File: config.mk
export PLATFORM = sky130hd
export DESIGN_NAME = bam_lane
export DESIGN_NICKNAME = d
export VERILOG_FILES = /design/src/hdl/block_average_mosaic_top_defines.svh /design/src/hdl/bam_pkg.sv /design/src/hdl/bam_lane.sv
export SDC_FILE = /design/constraint.sdc
export NUM_CORES = 1
export LEC_CHECK = 0
export ABC_CLOCK_PERIOD_IN_PS = 2600
export BUFFER_PORTS_ARGS = -buffer_cell sky130_fd_sc_hd__buf_2
export CORE_AREA = 2 2 91 76
export CTS_CLUSTER_DIAMETER = 30
export DETAILED_ROUTE_END_ITERATION = 12
export DIE_AREA = 0 0 93 78
export GPL_TIMING_DRIVEN = 0
export HOLD_SLACK_MARGIN = 0.02
export PLACE_DENSITY = 0.91
export SYNTH_ARGS = -nofsm -noshare
export SYNTH_HDL_FRONTEND = slang
export SYNTH_SLANG_ARGS = --single-unit
File: constraint.sdc
create_clock -name i_clk -period 2.6 [get_ports i_clk]
set_input_delay 0.39 -clock i_clk [delete_from_list [all_inputs] [get_ports i_clk]]
set_output_delay 0.39 -clock i_clk [all_outputs]
set_load 0.03 [all_outputs]
File: src/hdl/block_average_mosaic_top_defines.svh
// assertion macros for the block average mosaic top level
// expects i_clk and i_rst_n in the scope of each use
`ifndef BLOCK_AVERAGE_MOSAIC_TOP_DEFINES_SVH
`define BLOCK_AVERAGE_MOSAIC_TOP_DEFINES_SVH

// same-cycle implication, checked out of reset
`define BAM_ASSERT_SAME(lbl, ante, cons) \
    lbl: assert property (@(posedge i_clk) disable iff (!i_rst_n) (ante) |-> (cons)) \
        else $error("bam same-cycle check failed");

// next-cycle implication, checked out of reset
`define BAM_ASSERT_NEXT(lbl, ante, cons) \
    lbl: assert property (@(posedge i_clk) disable iff (!i_rst_n) (ante) |=> (cons)) \
        else $error("bam next-cycle check failed");

`endif

File: src/hdl/bam_pkg.sv
// shared types and constants of the block average mosaic
// used by bam_lane, bam_merge and block_average_mosaic_top
package bam_pkg;

    localparam int PIX_W        = 8;
    localparam int PIX_MAX      = (1 << PIX_W) - 1;
    localparam int LANES        = 3;
    localparam int COORD_W      = 10;
    localparam int CFG_BS_W     = 7;
    localparam int CFG_DIM_W    = 11;
    localparam int ROW_W        = 11;
    localparam int HEIGHT_LIMIT = 1024;
    localparam int APB_AW       = 4;
    localparam int APB_DW       = 32;
    localparam int IN_TDATA_W   = 24;
    localparam int OUT_TDATA_W  = 48;
    localparam int OUT_PAD_W    = OUT_TDATA_W - 2 * COORD_W - LANES * PIX_W;

    localparam logic [1:0] REG_BLOCK_SIZE   = 2'd0;
    localparam logic [1:0] REG_IMAGE_WIDTH  = 2'd1;
    localparam logic [1:0] REG_IMAGE_HEIGHT = 2'd2;

    localparam logic [CFG_BS_W-1:0]  BS_RESET = 7'd8;
    localparam logic [CFG_DIM_W-1:0] W_RESET  = 11'd640;
    localparam logic [CFG_DIM_W-1:0] H_RESET  = 11'd480;

    typedef enum logic [1:0] {
        S_IDLE,
        S_ACC,
        S_DIV,
        S_DONE
    } t_state;

    typedef struct packed {
        logic load;
        logic step;
    } t_lane_ctl;

    typedef struct packed {
        logic [COORD_W-1:0] col;
        logic [COORD_W-1:0] row;
        logic               last;
    } t_res_tag;

endpackage

File: src/hdl/bam_lane.sv
// one channel lane: running block sum update and bit-serial floor divide
// depends on bam_pkg
module bam_lane #(
    parameter int SUM_W = 20,
    parameter int AR_W  = 14
) (
    input  logic                       i_clk,
    input  logic [bam_pkg::PIX_W-1:0]  i_pix,
    input  logic [SUM_W-1:0]           i_sum_rd,
    input  logic                       i_first,
    input  logic [AR_W-1:0]            i_area,
    input  bam_pkg::t_lane_ctl         i_ctl,
    output logic [SUM_W-1:0]           o_sum,
    output logic [bam_pkg::PIX_W-1:0]  o_avg
);

    logic [AR_W-1:0]  r_div;
    logic [AR_W-1:0]  r_rem;
    logic [SUM_W-1:0] r_quo;

    logic [AR_W:0]    w_trial;
    logic [AR_W:0]    w_diff;
    logic             w_ge;
    logic [AR_W-1:0]  n_rem;

    assign o_sum = i_first ? SUM_W'(i_pix) : i_sum_rd + SUM_W'(i_pix);

    always_comb begin
        w_trial = {r_rem, r_quo[SUM_W-1]};
        w_diff  = w_trial - {1'b0, r_div};
        w_ge    = (w_trial >= {1'b0, r_div});
        n_rem   = w_ge ? w_diff[AR_W-1:0] : w_trial[AR_W-1:0];
    end

    always_ff @(posedge i_clk) begin
        if (i_ctl.load) begin
            r_div <= i_area;
            r_rem <= '0;
            r_quo <= o_sum;
        end else if (i_ctl.step) begin
            r_rem <= n_rem;
            r_quo <= {r_quo[SUM_W-2:0], w_ge};
        end
    end

    assign o_avg = r_quo[bam_pkg::PIX_W-1:0];

endmodule

== Word level (Yosys, flattened, before mapping) ==
Cells that the tools add are included.
Storage, ports and cells
  bits in registers: 48
  input port bits: 46
Cells by class
  reduce and logical (&&, ||, !) cells: 1
  $lt $le $gt $ge: 1
  add/sub/neg operators: 2
  muxes and demuxes: 4
Operators by type and width (count)
  $mux W20: 3
  $add A20 B8 Y20: 1
  $ge A15 B14 Y1: 1
  $mux W14: 1
  $sub A14 B14 Y14: 1
  $reduce_bool A2 Y1: 1

== Longest topological paths before layout ==
  depth after elaboration: 3
  mapped depth: 11

== Worst setup path after synthesis ==
Ideal clock, no wire load.
  kind: input to register
  from: input port i_pix[0] (netlist name)
  to: register r_quo[6] (data pin)
  library setup time: 0.137 ns
  slack: -0.188 ns
  arrival time: 2.651 ns
  required time: 2.463 ns
  buffers on the path: 0
  stages on the path: 9
  path through: ha_1 inv_1 fa_1 nor2b_1 o21a_1 o21a_1 o21ai_0 a311oi_1 mux2_2
On the way
  longest elaborated chain between the ends: 3
RTL lines
  from (decl): RTL line bam_lane.sv:8  | input logic [bam_pkg::PIX_W-1:0] i_pix,
  $add A20 B8 Y20: RTL line bam_lane.sv:26  | assign o_sum = i_first ? SUM_W'(i_pix) : i_sum_rd + SUM_W'(i_pix);
  $mux W20: RTL line bam_lane.sv:26
  named net o_sum[6]: RTL line bam_lane.sv:13  | output logic [SUM_W-1:0] o_sum,
  $mux W20: RTL line bam_lane.sv:36  | if (i_ctl.load) begin
  to (signal assigned): RTL line bam_lane.sv:39  | r_quo <= o_sum;
  to (signal assigned): RTL line bam_lane.sv:42  | r_quo <= {r_quo[SUM_W-2:0], w_ge};
  to (decl): RTL line bam_lane.sv:19  | logic [SUM_W-1:0] r_quo;
The timed path passes the listed nets, and every way through them passes these cells.
A chain may end at the register's enable or synchronous reset.

== Worst setup path after layout ==
  from: input port i_pix[1] (netlist name)
  to: output port o_sum[7]
On the way
  longest elaborated chain between the ends: 2
RTL lines (RTL line)
  $add A20 B8 Y20: bam_lane.sv:26
  $mux W20: bam_lane.sv:26
  to (decl): bam_lane.sv:13
Every way passes these cells.

==> out/metrics.yaml <==
cts:
  h-tree-depth: 2
  cts_tree: "yes"
  root_buffer: "clkbuf_8"
  cts_sinks: 48
  cts_buffers: 5
  cts_buffer_depth: 2
  clkTransAtPathRegs_ns: 0.09
  clkLatencyLatePin_ns: 0.30
placed_design:
  place_area_sq_um: 3870
  dp_slack_ns: -0.348
  routabilityCongestion: 0.927
  placedCellCount: 507
  post-dp-hpwl_microns: 6260
  portBuffers: 73
worst_setup_path:
  r2r_cells: 9
  critPathRequiredTime_ns: 2.21
  worstReg2RegEnd: "r_rem[12]"
  r2r_setup_slack_ns: 0.10
  cp.arrival_ns: 2.18
  worstReg2RegStart: "r_div[0]"
  crit_path_start_kind: "input port"
  crit_type: "input port to output port"
  crit_fanout: 3
  end_kind: "output port"
die:
  row_count: 26
  die_x_microns: 93
  start_util_pct: 54.3
  die_area_sq_um: 7250
  coreArea_sq_um: 6250
  die_h_microns: 78
  num_io_pins: 74
drt:
  wl_microns: 8990
  drc: 0
  ant_nets: 0
  vias_per_cell: 5.84
  first_pass_iters: 5
  drt_iter0_markers: 296
  route.vias.total: 3060
  avgRoutedWirePerCell_microns: 17.2
cells_and_area:
  nets: 509
  fin_cells: 524
  layout-drive-gt1-share_pct: 34.8
  diodes: 0
  post-route-util_pct: 68.2
  area_growth_pct: 25.6
  postLayoutCellArea_sq_um: 4260
sta:
  period_needed_ns: 2.57
  rsz0062_at_grt: "yes"
  relSlewSlack_pct: 48.7
  finalHoldViolCount: 0
  period_share_pct: 98.9
  setup_violations: 0
  slew_viol_final: 0
  fmax_mhz: 389
  worst_slew_pin_slew_ns: 0.768
  fin_ws_ns: 0.0282
  final.setup_skew_ns: 0.00744
  tns_ns: 0
power_and_ir_drop:
  vdd_drop_max_mv: 0.351
  pwr-share-seq_pct: 39.3
  p_leak_nw: 1.81
  p_sw_share_pct: 34.7
  netSwitchingPower_uw: 848
  power_frac_comb_pct: 38.9
  internal_power_mw: 1.60
  pwr_density_cell_nw_per_um2: 574
  clockPowerShare_pct: 21.8
hold_path:
  holdPathEnd: "r_div[0]"
  hp-class: "input port to flip-flop"
  hold_depth: 1
  hold_start: "i_area[0]"
yosys:
  synth_warnings: 0
  ys_seq_area_share_pct: 38.4
  ys_types: 56
  syn_area_per_cell_sq_um: 9.68
  netlist.area_leader.share_pct: 30.1
  synth_edf_count: 34
  synth_top_family_by_area: "compound AO/OA/AOI/OAI gates"
  yosysMostFrequentCell: "edfxtp_1"
  async_flop_share_pct: 0
  syn_inst: 350
  synth-main-ff-cell: "edfxtp_1"
  syn-num-nets: 420
  synth-compound-area-share_pct: 18.8
  synth_top_cell_by_area: "edfxtp_1"
  synth_common_cells: "34 x edfxtp_1, 30 x nand2_1, 29 x nor2_1"
  synthXorXnorAreaFrac_pct: 5.94
  yosys-top-cells-area: "edfxtp_1 30%, dfxtp_1 8.3%, ha_1 8.1%"
  synthSimpleGateAreaFrac_pct: 14.2
  synth_mux_area_share_pct: 6.53
  syn_area_sq_um: 3390
  synth.ff_latch_count: 48
  synthAdderAreaFrac_pct: 9.30
grt:
  grtUsageTotal_pct: 24.1
  overflow: 0
  grt_max_degree: 21
  grt_pass1_vias: 2917
  antenna_found_initial: 0
  grt_pass1_wl_microns: 13800
run:
  maxCapViolations: 0
status:
  status: "finished, final reports clean"
[registers in the layout, summed over array words and instances, names as in the netlist]
name / flops
r_quo: 20
r_div: 14
r_rem: 14
[layout make-up]
type / count / area [sq um]
repair buffers: 82 / 483
flip-flops and latches: 48 / 1300
clock buffers: 6 / 72.6
well taps: 84 / 105
clock inverters: 2 / 35.0
fillers: 480 / 1990
plain buffers: 22 / 134
inverters: 27 / 101
multi-input cells: 253 / 2030
[worst max-delay path, stage by stage]
cell and delay [ns]:
buf_2 0.12, ha_1 0.30, a21o_1 0.19, a21oi_4 0.17, a2bb2oi_4 0.25, buf_6 0.15
a21oi_1 0.08, xnor2_1 0.14, o21ai_1 0.19, buf_4 0.20
[repair_timing]
item                                    4_1_cts  5_1_grt
hold buffers                                  0        0
gates resized for setup                      21       26
buffers inserted                              6        3
endpoints found under the hold margin         0        0
pin swaps                                    10       12
endpoints found under the setup margin       15       18
[power by group through the flow]
stage	sequential (mW)	clock [mW]	combinational (mW)
global placement	0.972	0	0.807
detailed placement	0.975	0	0.834
finish	0.961	0.533	0.951
global route	0.971	0.567	1.02
floorplan	0.962	0	0.625
CTS	0.958	0.538	0.884
[routing by layer]
layer / GRT usage [%] / wire length [microns]
met1: 34.3 / 3970
met2: 37.4 / 4270
met3: 3.88 / 508
met4: 7.94 / 240
met5: 0 / 0
[placed cells by master, fill, tap and decap left out, drive strengths merged, types with 3 or more instances in the layout]
cell type and n:
mux2i 3, a211oi 11, a311oi 3, nand2b 5, a211o 3, xnor2 15
nor3 4, o31ai 9, xor2 8, clkbuf 17, a31o 3, nand3 10
nor2b 5, nor2 30, buf 93, a21oi 13, dfxtp 14, ha 22
edfxtp 34, o21a 4, and3 3, or3 3, nand2 30, a21o 7
nand4 3, o21ai 13, a31oi 4, mux2 17, inv 26
[cells by family (layout without fill, tap and decap cells)]
group	after synthesis	in the layout
buffers and inverters	49	139
flip-flops	48	48
adder cells (fa/ha/maj)	24	24
AND/OR/NAND/NOR	101	101
AO/OA/AOI/OAI	85	85
multiplexers	20	20
XOR/XNOR	23	23
[how the worst max path moves through the flow]
stage / from / to / slack (ns) / cells after the start
floorplan: i_pix[0] / o_sum[10] / 0.07 / 9
global placement: i_pix[1] / o_sum[19] / -0.35 / 10
detailed placement: i_pix[1] / o_sum[19] / -0.35 / 10
CTS: i_sum_rd[0] / o_sum[18] / -0.05 / 11
global route: i_pix[4] / o_sum[19] / -0.08 / 9
finish: i_pix[1] / o_sum[7] / 0.03 / 10
[metrics by stage]
stage               hold slack [ns]  power (mW)
detailed placement            0.476        1.81
global placement              0.450        1.78
finish                        0.254        2.45
floorplan                     0.437        1.59
CTS                           0.253        2.38
global route                  0.246        2.56
Power figures use the tool's default switching activity.
