`config.mk`:
```
export PLATFORM = sky130hd
export DESIGN_NAME = bam_merge
export DESIGN_NICKNAME = d
export VERILOG_FILES = /design/src/hdl/block_average_mosaic_top_defines.svh /design/src/hdl/bam_pkg.sv /design/src/hdl/bam_merge.sv
export SDC_FILE = /design/constraint.sdc
export NUM_CORES = 1
export LEC_CHECK = 0
export ABC_CLOCK_PERIOD_IN_PS = 870
export BUFFER_PORTS_ARGS = -buffer_cell sky130_fd_sc_hd__clkbuf_2
export CORE_MARGIN = 8
export CORE_UTILIZATION = 43
export CTS_BUF_LIST = sky130_fd_sc_hd__clkbuf_16
export DETAILED_ROUTE_END_ITERATION = 16
export GPL_TIMING_DRIVEN = 0
export PLACE_DENSITY = 0.94
export SYNTH_ARGS = -nofsm -noshare
export SYNTH_HDL_FRONTEND = slang
export SYNTH_SLANG_ARGS = --single-unit
```
`constraint.sdc`:
```
create_clock -name i_clk -period 0.87 [get_ports i_clk]
set_input_delay 0.0435 -clock i_clk [delete_from_list [all_inputs] [get_ports i_clk]]
set_output_delay 0.0435 -clock i_clk [all_outputs]
set_load 0.03 [all_outputs]
```
`src/hdl/block_average_mosaic_top_defines.svh`:
```
// assertion macros for the block average mosaic top level
// expects i_clk and i_rst_n in the scope of each use
`ifndef BLOCK_AVERAGE_MOSAIC_TOP_DEFINES_SVH
`define BLOCK_AVERAGE_MOSAIC_TOP_DEFINES_SVH

// same-cycle implication, checked out of reset
`define BAM_ASSERT_SAME(lbl, ante, cons) \
    lbl: assert property (@(posedge i_clk) disable iff (!i_rst_n) (ante) |-> (cons)) \
        else $error("bam same-cycle check failed");

// next-cycle implication, checked out of reset
`define BAM_ASSERT_NEXT(lbl, ante, cons) \
    lbl: assert property (@(posedge i_clk) disable iff (!i_rst_n) (ante) |=> (cons)) \
        else $error("bam next-cycle check failed");

`endif

```
`src/hdl/bam_pkg.sv`:
```
// shared types and constants of the block average mosaic
// used by bam_lane, bam_merge and block_average_mosaic_top
package bam_pkg;

    localparam int PIX_W        = 8;
    localparam int PIX_MAX      = (1 << PIX_W) - 1;
    localparam int LANES        = 3;
    localparam int COORD_W      = 10;
    localparam int CFG_BS_W     = 7;
    localparam int CFG_DIM_W    = 11;
    localparam int ROW_W        = 11;
    localparam int HEIGHT_LIMIT = 1024;
    localparam int APB_AW       = 4;
    localparam int APB_DW       = 32;
    localparam int IN_TDATA_W   = 24;
    localparam int OUT_TDATA_W  = 48;
    localparam int OUT_PAD_W    = OUT_TDATA_W - 2 * COORD_W - LANES * PIX_W;

    localparam logic [1:0] REG_BLOCK_SIZE   = 2'd0;
    localparam logic [1:0] REG_IMAGE_WIDTH  = 2'd1;
    localparam logic [1:0] REG_IMAGE_HEIGHT = 2'd2;

    localparam logic [CFG_BS_W-1:0]  BS_RESET = 7'd8;
    localparam logic [CFG_DIM_W-1:0] W_RESET  = 11'd640;
    localparam logic [CFG_DIM_W-1:0] H_RESET  = 11'd480;

    typedef enum logic [1:0] {
        S_IDLE,
        S_ACC,
        S_DIV,
        S_DONE
    } t_state;

    typedef struct packed {
        logic load;
        logic step;
    } t_lane_ctl;

    typedef struct packed {
        logic [COORD_W-1:0] col;
        logic [COORD_W-1:0] row;
        logic               last;
    } t_res_tag;

endpackage

```
`src/hdl/bam_merge.sv`:
```
// merge stage: joins the lane averages with the block tag into the output register
// depends on bam_pkg
module bam_merge (
    input  logic                                         i_clk,
    input  logic                                         i_rst_n,
    input  logic                                         i_load,
    input  logic [bam_pkg::LANES-1:0][bam_pkg::PIX_W-1:0] i_avg,
    input  bam_pkg::t_res_tag                            i_tag,
    input  logic                                         i_tready,
    output logic                                         o_tvalid,
    output logic [bam_pkg::OUT_TDATA_W-1:0]              o_tdata,
    output logic                                         o_tlast,
    output logic                                         o_free
);

    logic                            r_valid;
    logic                            n_valid;
    logic [bam_pkg::OUT_TDATA_W-1:0] r_data;
    logic                            r_last;

    assign o_free = !r_valid || i_tready;

    always_comb begin
        n_valid = r_valid;
        if (i_load) begin
            n_valid = 1'b1;
        end else if (i_tready) begin
            n_valid = 1'b0;
        end
    end

    always_ff @(posedge i_clk) begin
        if (!i_rst_n) begin
            r_valid <= 1'b0;
        end else begin
            r_valid <= n_valid;
        end
    end

    always_ff @(posedge i_clk) begin
        if (i_load) begin
            r_data <= {{bam_pkg::OUT_PAD_W{1'b0}}, i_avg, i_tag.row, i_tag.col};
            r_last <= i_tag.last;
        end
    end

    assign o_tvalid = r_valid;
    assign o_tdata  = r_data;
    assign o_tlast  = r_last;

endmodule

```
Word level (Yosys, flattened, before mapping)
Index checks and enable logic that the tools add are counted.

cells by class
  muxes and demuxes = 2
  reduce and logical (&&, ||, !) cells = 3

operator list
  cell                number
  1-bit two-way mux   2
  2-bit nonzero test  1
  1-bit logical NOT   1
  1-bit logical OR    1

word-level totals
  flip-flop bits (word level) = 46
  input port bits = 49
  output and inout bits = 51
  word-level logic and storage cells = 8

Longest topological paths before layout
Gate-level depths: netlist of the first run.

  depth after elaboration = 2
  gate-level depth with buffers = 2
  gate-level depth less buffers = 2

Worst setup path before layout of the first run
OpenSTA, ideal clock, no wires.

  path kind = register to register
  start = reg, netlist name o_tvalid
  end = reg r_valid, in the netlist o_tvalid
  setup time = 66 ps
  arrival time = 815 ps
  required time = 804 ps
  path slack = -11 ps
  cell stages (with the launch flop) = 3
  buffers on the path = 0
  period minus slack after synthesis = 881 ps
  path through = dfxtp_1 -> nand2b_4 -> a21boi_2

RTL lines
  item                  line             text
  end signal, assigned  bam_merge.sv:36  r_valid <= n_valid;
  end, declared         bam_merge.sv:16  logic r_valid;

Worst setup path after layout of the first run
  start = reg r_data, in the netlist o_tdata[15]
  end = out o_tdata[15] (netlist bit)

RTL lines
  item                    line             text
  start, declared         bam_merge.sv:18  logic [bam_pkg::OUT_TDATA_W-1:0] r_data;
  start signal, assigned  bam_merge.sv:42  r_data <= {{bam_pkg::OUT_PAD_W{1'b0}}, i_avg, i_tag.row, i_tag.col};
  end, declared           bam_merge.sv:11  output logic [bam_pkg::OUT_TDATA_W-1:0] o_tdata,

No word-level cell between the ends.

==> metrics.md, run 1 <==
| Metric | Value |
|---|---|
| Die Span Y | 73.7 µm |
| Slew headroom | 0.603 |
| Final setup fails | 17 |
| Lkg Pwr | 1.27 nW |
| Family with the most delay on the worst path | flip-flops |
| Area Growth Syn to Fin | 103% |
| Fill cells | between 100 and 150 |
| Synth top cells by count | edfxtp_1 (45), buf_4 (4) |
| Critical R2R Capture | o_tvalid$_SDFFE_PN0P_ |
| CTS clk-pin slew, worst paths | 0.06 ns |
| Final Cycle Share | 1.03 |
| First-pass GRT wire length | around 6.2 mm |
| Number of flops mapped to enable cells by yosys | 45 |
| Hold Path Class | input port to flop |
| Antenna viol nets, final | 0 |
| Initial antenna violation count | 1 |
| Worst hold slack | roughly 0.16 ns |
| Vias/cell | ~4.3 |
| Syn avg cell area | ~27 µm² |
| CTS tree | done |
| Worst stage delay on the critical path | around 0.42 ns |
| Largest net degree at the start of global routing | between 40 and 50 |
| Clock skew | 0 ns |
| Area of the mapped netlist | approximately 0.0014 mm² |
| Seq/Total Area, Yosys | 0.956 |
| Path depth of the worst reg2reg path | 3 |
| Initial Util | 0.440 |
| Final Cell Area | 0.00291 mm² |
| Main synth FF type | edfxtp_1 |
| Critical path type | flop to output port |
| CTS H-tree depth | 2 |
| Die Wd | approximately 74 µm |
| Top Ports | 100 |
| Ys async rst share | 0 |
| Synth top area cells | edfxtp_1 (94%), buf_4 (2.1%), dfxtp_1 (1.4%) |
| Reg-to-reg critical path startpoint | o_tvalid$_SDFFE_PN0P_ |
| Root Buffer | clkbuf_16 |
| Max_cap viols | 0 |
| CTS max path bufs | 2 |
| Number of synthesized register bits | 46 |
| Yosys warnings | 0 |
| Peak supply drop | ~1.6 mV |
| Cell variety after synth | 7 |
| Setup slack, reg-to-reg | about 0.14 ns |
| Most common cell in the netlist | edfxtp_1 |
| Number of global-route vias before repair | about 1,200 |
| CP max stage cell | edfxtp_1 |
| Fin. max-slew vios | 0 |
| Worst hold stages | 4 |
| Via count | 1,080 |
| Hold Crit Start | i_tready |
| WP data required | around 0.83 ns |
| Fin crit period | 0.897 ns |
| Fin worst setup slack | -0.0271 ns |
| Worst slew pin tran | 0.596 ns |
| Placer Congestion | approximately 0.6 |
| RSZ-0062 raised after global routing | true |
| Post-synth top area share | 0.942 |
| PwrDens | 1910 mW/mm² |
| # nets final | around 260 |
| WP data arrival | approximately 0.85 ns |
| Gate Count Post-Synth | 54 |
| Fraction of layout cells with a size suffix above 1 | 0.524 |
| Fmax achieved | about 1100 MHz |
| Rows | 21 |
| Drt drc | 0 |
| Final Hold Fails | 0 |
| Crit-path cells | buf_8 |
| Bufs and invs on worst path | 1 |
| Global route overflow | 0 |
| # clock sinks | 46 |
| Min-Delay Endpoint | o_tvalid$_SDFFE_PN0P_ |
| Critical Path Source Type | flop |
| Final WL | 4.67 mm |
| Post-synth top area cell | edfxtp_1 |
| Cts bufs inserted | 5 |
| Post-DR wirelength/cell | between 15 and 20 µm |
| Tot GR Track Use | 0.157 |
| Endpoint class of the critical path | output port |
| Cell Area, Placed | between 0.0015 and 0.002 mm² |
| Failing checks | setup timing |
| Initial DRC count | between 70 and 80 |
| CORE AREA | ~0.0033 mm² |
| TritonRoute pass-1 iters | 4 |
| Worst-path maximum fanout | 1 |
| Outcome | complete, but fails checks |
| Worst-Skew Late Latency | about 0.28 ns |
| Buffers on Ports | 95 |
| Full die area | ~0.0054 mm² |
[layer usage]
metal / vias up / GRT usage / share of wire
met5: - / 0 / 0
met4: 0 / 0.0355 / 0.013
met3: 4 / 0.0955 / 0.12
met2: 65 / 0.308 / 0.57
met1: 509 / 0.124 / 0.30
li1: 502 / - / -
[worst max path at each step]
| stage | start | to | slack, ns | cells past startpoint |
|---|---|---|---|---|
| final | o_tdata[15]$_DFFE_PP_ | o_tdata[15] | -0.03 | 1 |
| after CTS | o_tdata[19]$_DFFE_PP_ | o_tdata[19] | -0.02 | 1 |
| after global routing | o_tdata[36]$_DFFE_PP_ | o_tdata[36] | -0.06 | 1 |
| after floorplan | o_tvalid$_SDFFE_PN0P_ | o_tvalid$_SDFFE_PN0P_ | 0.12 | 2 |
| after global placement | i_load | o_tdata[13]$_DFFE_PP_ | -0.37 | 1 |
| after detailed placement | i_load | o_tdata[41]$_DFFE_PP_ | -0.38 | 1 |
[worst reg2reg max path, stage by stage (launching register included)]
cell and delay, ns:
dfxtp_2 0.36, nand2b_4 0.07, buf_4 0.13, a21boi_2 0.11
[per-stage QoR]
step | std cells | setup TNS (ns) | power [mW] | worst slack (ns) | util
after floorplan | 57 | 0 | 3.13 | 0.118 | -
after global placement | 198 | -16.69 | 3.42 | -0.366 | 0.608
after detailed placement | 198 | -17.16 | 3.44 | -0.376 | 0.608
after CTS | 252 | -0.0925 | 5.39 | -0.0179 | 0.850
after global routing | 253 | -1.06 | 5.73 | -0.0586 | 0.892
final | 253 | -0.228 | 5.55 | -0.0271 | 0.892
[layout by cell type (no fill, tap or decap)]
cell type,synthesis,layout
buf_6,0,20
dfxtp_2,0,1
edfxtp_1,45,45
nand2b_4,1,1
conb_1,1,4
clkbuf_2,0,47
diode_2,0,1
buf_4,4,11
buf_8,0,5
buf_2,0,1
inv_1,1,3
clkbuf_8,0,15
a21boi_2,1,1
clkbuf_4,0,1
clkbuf_16,0,5
dlygate4sd3_1,0,46
[cell type report]
type,instances,area [µm²],area share
Sequential cell,46,1370,0.472
Timing Repair Buffer,142,1270,0.436
Clock buffer,5,125,0.0430
Tap cell,46,57.6,0.0198
Multi-Input combinational cell,6,40.0,0.0138
Buffer,4,30.0,0.0103
Clock inverter,2,7.51,0.00258
Inverter,1,3.75,0.00129
Antenna cell,1,2.50,0.000861
[flip-flops by register name, summed over array words and instances, names as in the netlist]
name	flops
o_tvalid	1
o_tlast	1
o_tdata	44
[power breakdown]
group          switching, mW  internal, mW  total [mW]
Clock                  0.697          1.03        1.72
Combinational          0.566         0.550        1.12
Sequential            0.0817          2.63        2.72
Total                   1.34          4.21        5.55
[kinds of logic after synthesis]
kind of cell | count (synthesis) | synth area share
DFF | 46 | 0.956
buffers and inverters | 5 | 0.0236
AOI/OAI and AO/OA | 1 | 0.00785
and+or+nand+nor | 1 | 0.00960
other | 1 | 0.00262
[repair_timing]
| item | in CTS | in global routing |
|---|---|---|
| setup buffers | 1 | 0 |
| endpoints found under the hold margin | 46 | 0 |
| gates resized for setup | 46 | 94 |
| setup endpoints to repair | 71 | 47 |
| hold buffers | 46 | 0 |
Note: power is estimated with default switching activity, not from simulation.
==> run 2: changes to the inputs <==
- ABC_AREA: not set -> 1
==> run 2 against run 1 <==
  * Highest routed layer unchanged
  * Count of clock-buffer cells in the layout did not move
  * Largest cell class unchanged
  * The flow still finishes with violations (setup timing)
  * Critical path type unchanged
  * Worst hold slack improved by 0.079 ns
  * Utilization rose by 2.1 points
==> metrics.md, run 2 <==
| Metric | Value |
|---|---|
| Worst-Skew Late Latency | 0.28 ns (about the same) |
| Synth top cells by count | edfxtp_1 (45), buf_4 (4), inv_1 (3) (was edfxtp_1 (45), buf_4 (4)) |
| Reg-to-reg critical path startpoint | o_tvalid$_SDFFE_PN0P_ (unchanged) |
| CORE AREA | 0.00326 mm² (unchanged) |
| Drt drc | 0 (unchanged) |
| Tot GR Track Use | 0.167 (was 0.157) |
| Hold Crit Start | i_tready (unchanged) |
| Area of the mapped netlist | 0.00143 mm² (about the same) |
| Ys async rst share | 0 (unchanged) |
| Post-synth top area cell | edfxtp_1 (unchanged) |
| Main synth FF type | edfxtp_1 (unchanged) |
| Number of global-route vias before repair | 1,231 (was 1,221) |
| Max_cap viols | 0 (unchanged) |
| Commonest non-fill, non-tap cell in the layout | clkbuf_2 (unchanged) |
| Vias/cell | 4.44 (was 4.27) |
| Worst hold slack | 0.238 ns (was 0.159 ns) |
| # nets final | 258 (was 255) |
| Adder-Cell Fraction of Synth Area | 0 (unchanged) |
| Family with the most delay on the worst path | flip-flops (unchanged) |
| Core Util, Final | 0.913 (was 0.892) |
| # clock sinks | 46 (unchanged) |
| Gate Count Post-Synth | 56 (was 54) |
| CTS clk-pin slew, worst paths | 0.06 ns (about the same) |
| Global route overflow | 0 (unchanged) |
| CTS tree | done (unchanged) |
| Cts bufs inserted | 5 (unchanged) |
| Crit-path cells | buf_8 (unchanged) |
| Post-DR wirelength/cell | 22.3 µm (was 18.5 µm) |
| Worst slew pin tran | 0.593 ns (was 0.596 ns) |
| Peak supply drop | 1.65 mV (was 1.57 mV) |
| Simple-gate share of the synthesized area | 0.00437 (was 0.00960) |
| Path depth of the worst reg2reg path | 4 (was 3) |
| Compound-gate portion of the synthesized area | 0.00612 (was 0.00785) |
| Worst stage delay on the critical path | 0.43 ns (was 0.42 ns) |
| Most frequent cells in the layout | clkbuf_2 (48), dlygate4sd3_1 (46), edfxtp_1 (45), clkbuf_8 (21), buf_6 (17) (was clkbuf_2 (47), dlygate4sd3_1 (46), edfxtp_1 (45), buf_6 (20), clkbuf_8 (15)) |
| Placer Congestion | 0.669 (was 0.616) |
| Failing checks | setup timing (unchanged) |
| Final WL | 5.72 mm (was 4.67 mm) |
| Worst setup path startpoint | o_tdata[19]$_DFFE_PP_ (was o_tdata[15]$_DFFE_PP_) |
| Die Wd | 73.7 µm (about the same) |
| Number of synthesized register bits | 46 (unchanged) |
| CTS H-tree depth | 2 (unchanged) |
| Initial Util | 0.439 (was 0.440) |
| Final setup fails | 34 (was 17) |
| Full die area | 0.00543 mm² (was 0.00544 mm²) |
| Fraction of layout cells with a size suffix above 1 | 0.533 (was 0.524) |
| Root Buffer | clkbuf_16 (unchanged) |
| First-pass GRT wire length | 6.54 mm (was 6.21 mm) |
| Fill cells | 121 (was 136) |
| Most common cell in the netlist | edfxtp_1 (unchanged) |
| CP max stage cell | edfxtp_1 (unchanged) |
| Area Growth Syn to Fin | 108% (was 103%) |
| Fmax achieved | 1090 MHz (was 1110 MHz) |
| Largest family of logic cells by synthesized area | buffers and inverters (unchanged) |
| Via count | 1,140 (was 1,080) |
| Post-synth top area share | 0.944 (was 0.942) |
| Levels on crit path | 1 (unchanged) |
| Die Span Y | 73.7 µm (about the same) |
| Initial antenna violation count | 1 (unchanged) |
| Fin crit period | 0.913 ns (was 0.897 ns) |
| Worst hold stages | 6 (was 4) |
| Fin. max-slew vios | 0 (unchanged) |
| Largest net degree at the start of global routing | 47 (unchanged) |
| Worst-path maximum fanout | 1 (unchanged) |
| Syn avg cell area | 25.6 µm² (was 26.6 µm²) |
| RSZ-0062 raised after global routing | true (unchanged) |
| Endpoint class of the critical path | output port (unchanged) |
| Mux contribution to synthesized area | 0 (unchanged) |
| Fin worst setup slack | -0.0433 ns (was -0.0271 ns) |
| Critical Path Source Type | flop (unchanged) |
| CTS max path bufs | 2 (unchanged) |
| Tot Pwr | 6.00 mW (was 5.55 mW) |
| Final Cycle Share | 1.05 (was 1.03) |
| Buffers on Ports | 95 (unchanged) |
| Final Hold Fails | 0 (unchanged) |
| Top Ports | 100 (unchanged) |
| Rows | 21 (unchanged) |
| Final cell count without fillers | 257 (was 253) |
| Synth top area cells | edfxtp_1 (94%), buf_4 (2.1%), dfxtp_1 (1.4%) (unchanged) |
| Max reg flops | 44 (unchanged) |
| Yosys warnings | 0 (unchanged) |
| Cell variety after synth | 7 (unchanged) |
| Number of flops mapped to enable cells by yosys | 45 (unchanged) |
| Slew headroom | 0.605 (was 0.603) |
| TritonRoute pass-1 iters | 4 (unchanged) |
| Outcome | complete, but fails checks (unchanged) |
| Clock skew | 0 ns (unchanged) |
| WP data arrival | 0.87 ns (was 0.85 ns) |
| XOR/XNOR Fraction of Synth Area | 0 (unchanged) |
| Seq/Total Area, Yosys | 0.958 (was 0.956) |
| Critical path type | flop to output port (unchanged) |
| Total placed cells including tap cells | 200 (was 198) |
| Lkg Pwr | 1.30 nW (was 1.27 nW) |
| Dpl ws | -0.381 ns (was -0.376 ns) |
| Initial DRC count | 63 (was 72) |
| Antenna viol nets, final | 0 (unchanged) |
| Bufs and invs on worst path | 1 (unchanged) |
| PwrDens | 2020 mW/mm² (was 1910 mW/mm²) |
| Hold Path Class | input port to flop (unchanged) |
| WP data required | 0.83 ns (about the same) |
run 2: power breakdown:
| part | internal (mW) | total, mW | switching [mW] |
|---|---|---|---|
| Combinational | 0.566 | 1.16 | 0.592 |
| Sequential | 2.63 | 2.73 | 0.0966 |
| Clock | 1.34 | 2.11 | 0.765 |
run 2: cell families after synthesis:
logic type,count (synthesis)
AOI/OAI and AO/OA,1
other,1
and+or+nand+nor,1
DFF,46
buffers and inverters,7
run 2: path summary, 6_finish.rpt:
path | slack (ns) | end
max | -0.04 | o_tdata[19]
min | 0.24 | o_tvalid$_SDFFE_PN0P_
max reg2reg | 0.05 | o_tvalid$_SDFFE_PN0P_
min reg2reg | 0.68 | o_tvalid$_SDFFE_PN0P_
run 2: repair_timing:
item / CTS / global route
buffers inserted: 1 / 1
pin swaps: 1 / 1
endpoints found under the setup margin: 83 / 46
hold buffers: 46 / 0
hold endpoints to repair: 46 / 0
gates resized for setup: 65 / 58
run 2: layer usage:
metal  up-vias  track usage  part of all wire
li1        514            -                 -
met1       557        0.132              0.31
met2        63        0.341              0.61
met3         6       0.0819             0.070
met4         0       0.0421             0.012
met5         -            0                 0
run 2: area by class of cell:
cell class,count,area (µm²),area share
multi-input combinational,6,30.0,0.0101
timing repair buffer,143,1310,0.439
sequential,46,1370,0.461
inverter,3,11.3,0.00378
tap,46,57.6,0.0193
clock inverter,3,40.0,0.0135
antenna,1,2.50,0.000841
clock buffer,5,125,0.0421
buffer,4,30.0,0.0101
run 2: through the flow:
step | TNS (ns) | instance area, µm²
6_report | -0.703 | 2980
2_1_floorplan | 0 | 1440
4_1_cts | -0.233 | 2870
3_5_place_dp | -17.46 | 1980
3_3_place_gp | -16.21 | 1980
5_1_grt | -1.62 | 2980
==> run 3: changes to the inputs <==
- SETUP_SLACK_MARGIN: not set -> 0.15
==> run 3 against run 2 <==
  * The run still ends with setup timing left
  * First-iteration DRC count up 25%
  * Sequential power about the same
  * Register-to-register slack better by 0.10 ns
  * Die area unchanged
  * Final cell count decreased by 0.78%
  * Via count down 0.26%
  * Critical path depth unchanged
  * Worst setup slack lost 0.032 ns
  * Worst hold slack got worse by 0.083 ns
  * Global-route usage grew 0.38 points
  * Critical endpoint is now o_tdata[34]
  * Largest cell class is now non-clock buffers
  * Highest routed layer unchanged
==> metrics.md, run 3 (same netlist as run 2, synthesis figures left out) <==
| Metric | Value |
|---|---|
| Die Span Y | 73.7 µm (unchanged) |
| Critical Path Source Type | flop (unchanged) |
| Hold Path Class | input port to flop (unchanged) |
| Buffers on Ports | 95 (unchanged) |
| Cts bufs inserted | 5 (unchanged) |
| CP max stage cell | edfxtp_1 (unchanged) |
| Commonest non-fill, non-tap cell in the layout | clkbuf_2 (unchanged) |
| CTS max path bufs | 2 (unchanged) |
| Vias/cell | 4.46 (was 4.44) |
| Initial DRC count | 79 (was 63) |
| Max_cap viols | 0 (unchanged) |
| Number of global-route vias before repair | 1,284 (was 1,231) |
| WP data required | 0.83 ns (about the same) |
| Failing checks | setup timing (unchanged) |
| Drt drc | 0 (unchanged) |
| CTS clk-pin slew, worst paths | 0.06 ns (about the same) |
| Initial antenna violation count | 0 (was 1) |
| Final Hold Fails | 0 (unchanged) |
| Reg-to-reg critical path startpoint | o_tvalid$_SDFFE_PN0P_ (unchanged) |
| Worst hold stages | 5 (was 6) |
| Flop pwr share | 0.479 (was 0.455) |
| Tot Pwr | 5.68 mW (was 6.00 mW) |
| Multi-input logic area | 35.0 µm² (was 30.0 µm²) |
| Fin worst setup slack | -0.0751 ns (was -0.0433 ns) |
| Worst setup path startpoint | o_tdata[34]$_DFFE_PP_ (was o_tdata[19]$_DFFE_PP_) |
| Root Buffer | clkbuf_16 (unchanged) |
| Worst-Skew Late Latency | 0.28 ns (about the same) |
| Ant diodes | 0 (was 1) |
| Sw frac | 0.249 (was 0.242) |
| Path depth of the worst reg2reg path | 3 (was 4) |
| Critical R2R Capture | o_tvalid$_SDFFE_PN0P_ (unchanged) |
| Critical path type | flop to output port (unchanged) |
| CORE AREA | 0.00326 mm² (unchanged) |
| Worst slew pin tran | 0.617 ns (was 0.593 ns) |
| Area Growth Syn to Fin | 111% (was 108%) |
| Clock share of power | 0.312 (was 0.352) |
| TritonRoute pass-1 iters | 5 (was 4) |
| Peak supply drop | 1.50 mV (was 1.65 mV) |
| PwrDens | 1880 mW/mm² (was 2020 mW/mm²) |
| Family with the most delay on the worst path | flip-flops (unchanged) |
| Worst stage delay on the critical path | 0.43 ns (about the same) |
| Fill cells | 106 (was 121) |
| Endpoint class of the critical path | output port (unchanged) |
| First-pass GRT wire length | 6.69 mm (was 6.54 mm) |
| # nets final | 257 (was 258) |
| Final WL | 5.23 mm (was 5.72 mm) |
| Post-DR wirelength/cell | 20.5 µm (was 22.3 µm) |
| Setup slack, reg-to-reg | 0.15 ns (was 0.05 ns) |
| CTS tree | done (unchanged) |
| Final Cycle Share | 1.09 (was 1.05) |
| Fin crit period | 0.945 ns (was 0.913 ns) |
| Crit-path cells | clkbuf_8 (was buf_8) |
| Register area | 0.00138 mm² (was 0.00137 mm²) |
| Max reg flops | 44 (unchanged) |
| Fraction of layout cells with a size suffix above 1 | 0.517 (was 0.533) |
| Initial Util | 0.439 (unchanged) |
| Min-Delay Endpoint | o_tvalid$_SDFFE_PN0P_ (unchanged) |
| Final Cell Area | 0.00302 mm² (was 0.00298 mm²) |
| Rows | 21 (unchanged) |
| Bufs and invs on worst path | 1 (unchanged) |
| Worst-path maximum fanout | 1 (unchanged) |
| Combinational share of power | 0.209 (was 0.193) |
| WP data arrival | 0.90 ns (was 0.87 ns) |
| CTS H-tree depth | 2 (unchanged) |
| Hold Crit Start | i_tready (unchanged) |
| Fin. max-slew vios | 0 (unchanged) |
| Detailed placement HPWL | 2.49 mm |
| Cell Area, Placed | 0.00198 mm² (about the same) |
| Clock skew | 0 ns (unchanged) |
| Outcome | complete, but fails checks (unchanged) |
| Most frequent cells in the layout | clkbuf_2 (47), dlygate4sd3_1 (46), edfxtp_1 (45), clkbuf_8 (38), buf_8 (9) (was clkbuf_2 (48), dlygate4sd3_1 (46), edfxtp_1 (45), clkbuf_8 (21), buf_6 (17)) |
| Die Wd | 73.7 µm (unchanged) |
| Placer Congestion | 0.656 (was 0.669) |
| Largest net degree at the start of global routing | 47 (unchanged) |
| Full die area | 0.00543 mm² (unchanged) |
| Core Util, Final | 0.926 (was 0.913) |
| Internal | 4.27 mW (was 4.54 mW) |
| Fmax achieved | 1060 MHz (was 1090 MHz) |
| Tot GR Track Use | 0.171 (was 0.167) |
| Top Ports | 100 (unchanged) |
| Antenna viol nets, final | 0 (unchanged) |
| RSZ-0062 raised after global routing | true (unchanged) |
| # clock sinks | 46 (unchanged) |
| Slew headroom | 0.589 (was 0.605) |
| Lkg Pwr | 1.33 nW (was 1.30 nW) |
| Final setup fails | 30 (was 34) |
| Global route overflow | 0 (unchanged) |
| Via count | 1,137 (was 1,140) |
| Sw Pwr | 1.42 mW (was 1.45 mW) |
==> run 3: changes by cell type in the layout (fill, tap and decap cells not counted), moves of 2 or more <==
cell      previous run  this run
buf_4                7         4
clkbuf_8            21        38
buf_6               17         1
clkinv_2             2         0
buf_8                6         9
inv_1                3         6
==> run 3: layout make-up <==
cell class / count / share of cell area
buffer: 4 / 0.00995
clock buffer: 5 / 0.0415
clock inverter: 3 / 0.00373
inverter: 3 / 0.00373
multi-input combinational: 6 / 0.0116
sequential: 46 / 0.456
tap: 46 / 0.0191
timing repair buffer: 142 / 0.455
==> run 3: worst max path at each step <==
stage / endpoint / slack, ns / cells past startpoint
floorplan: o_tvalid$_SDFFE_PN0P_ / 0.19 / 2
global placement: o_tdata[33]$_DFFE_PP_ / -0.36 / 1
detailed placement: o_tdata[24]$_DFFE_PP_ / -0.38 / 1
CTS: o_tdata[16] / -0.03 / 1
global route: o_tdata[34] / -0.08 / 1
finish: o_tdata[34] / -0.08 / 1
==> run 3: layer usage <==
layer	wire length [µm]	GRT usage	part of all wire
met1	1760	0.152	0.34
met2	2920	0.335	0.56
met3	479	0.0778	0.092
met4	63	0.0399	0.012
met5	0	0	0
==> run 3: worst reg2reg max path: stages (launching register included) <==
cell and delay [ns]:
dfxtp_4 0.37, nand2_4 0.06, buf_6 0.11, a21oi_2 0.12
==> run 3: power by group through the flow <==
stage	Combinational (mW)	Sequential [mW]	Clock, mW
3_5_place_dp	0.721	2.72	0
4_1_cts	1.14	2.70	1.73
2_1_floorplan	0.0505	3.08	0
6_report	1.19	2.72	1.77
3_3_place_gp	0.711	2.71	0
5_1_grt	1.23	2.74	1.88
==> run 3: timing repair <==
item                                    CTS  global route
hold endpoints to repair                 46             0
hold buffers                             46             0
endpoints found under the setup margin   93            48
buffers inserted                          1             0
pin swaps                                 1             1
resized for setup                        95            10
==> run 3: metrics by stage <==
stage	setup slack [ns]	hold WS, ns	std cells	TNS, ns
6_report	-0.0751	0.156	255	-0.678
5_1_grt	-0.0825	0.173	255	-1.58
4_1_cts	-0.0326	0.131	255	-0.169
3_5_place_dp	-0.382	0.223	200	-17.44
3_3_place_gp	-0.356	0.221	200	-16.24
2_1_floorplan	0.193	0.142	59	0
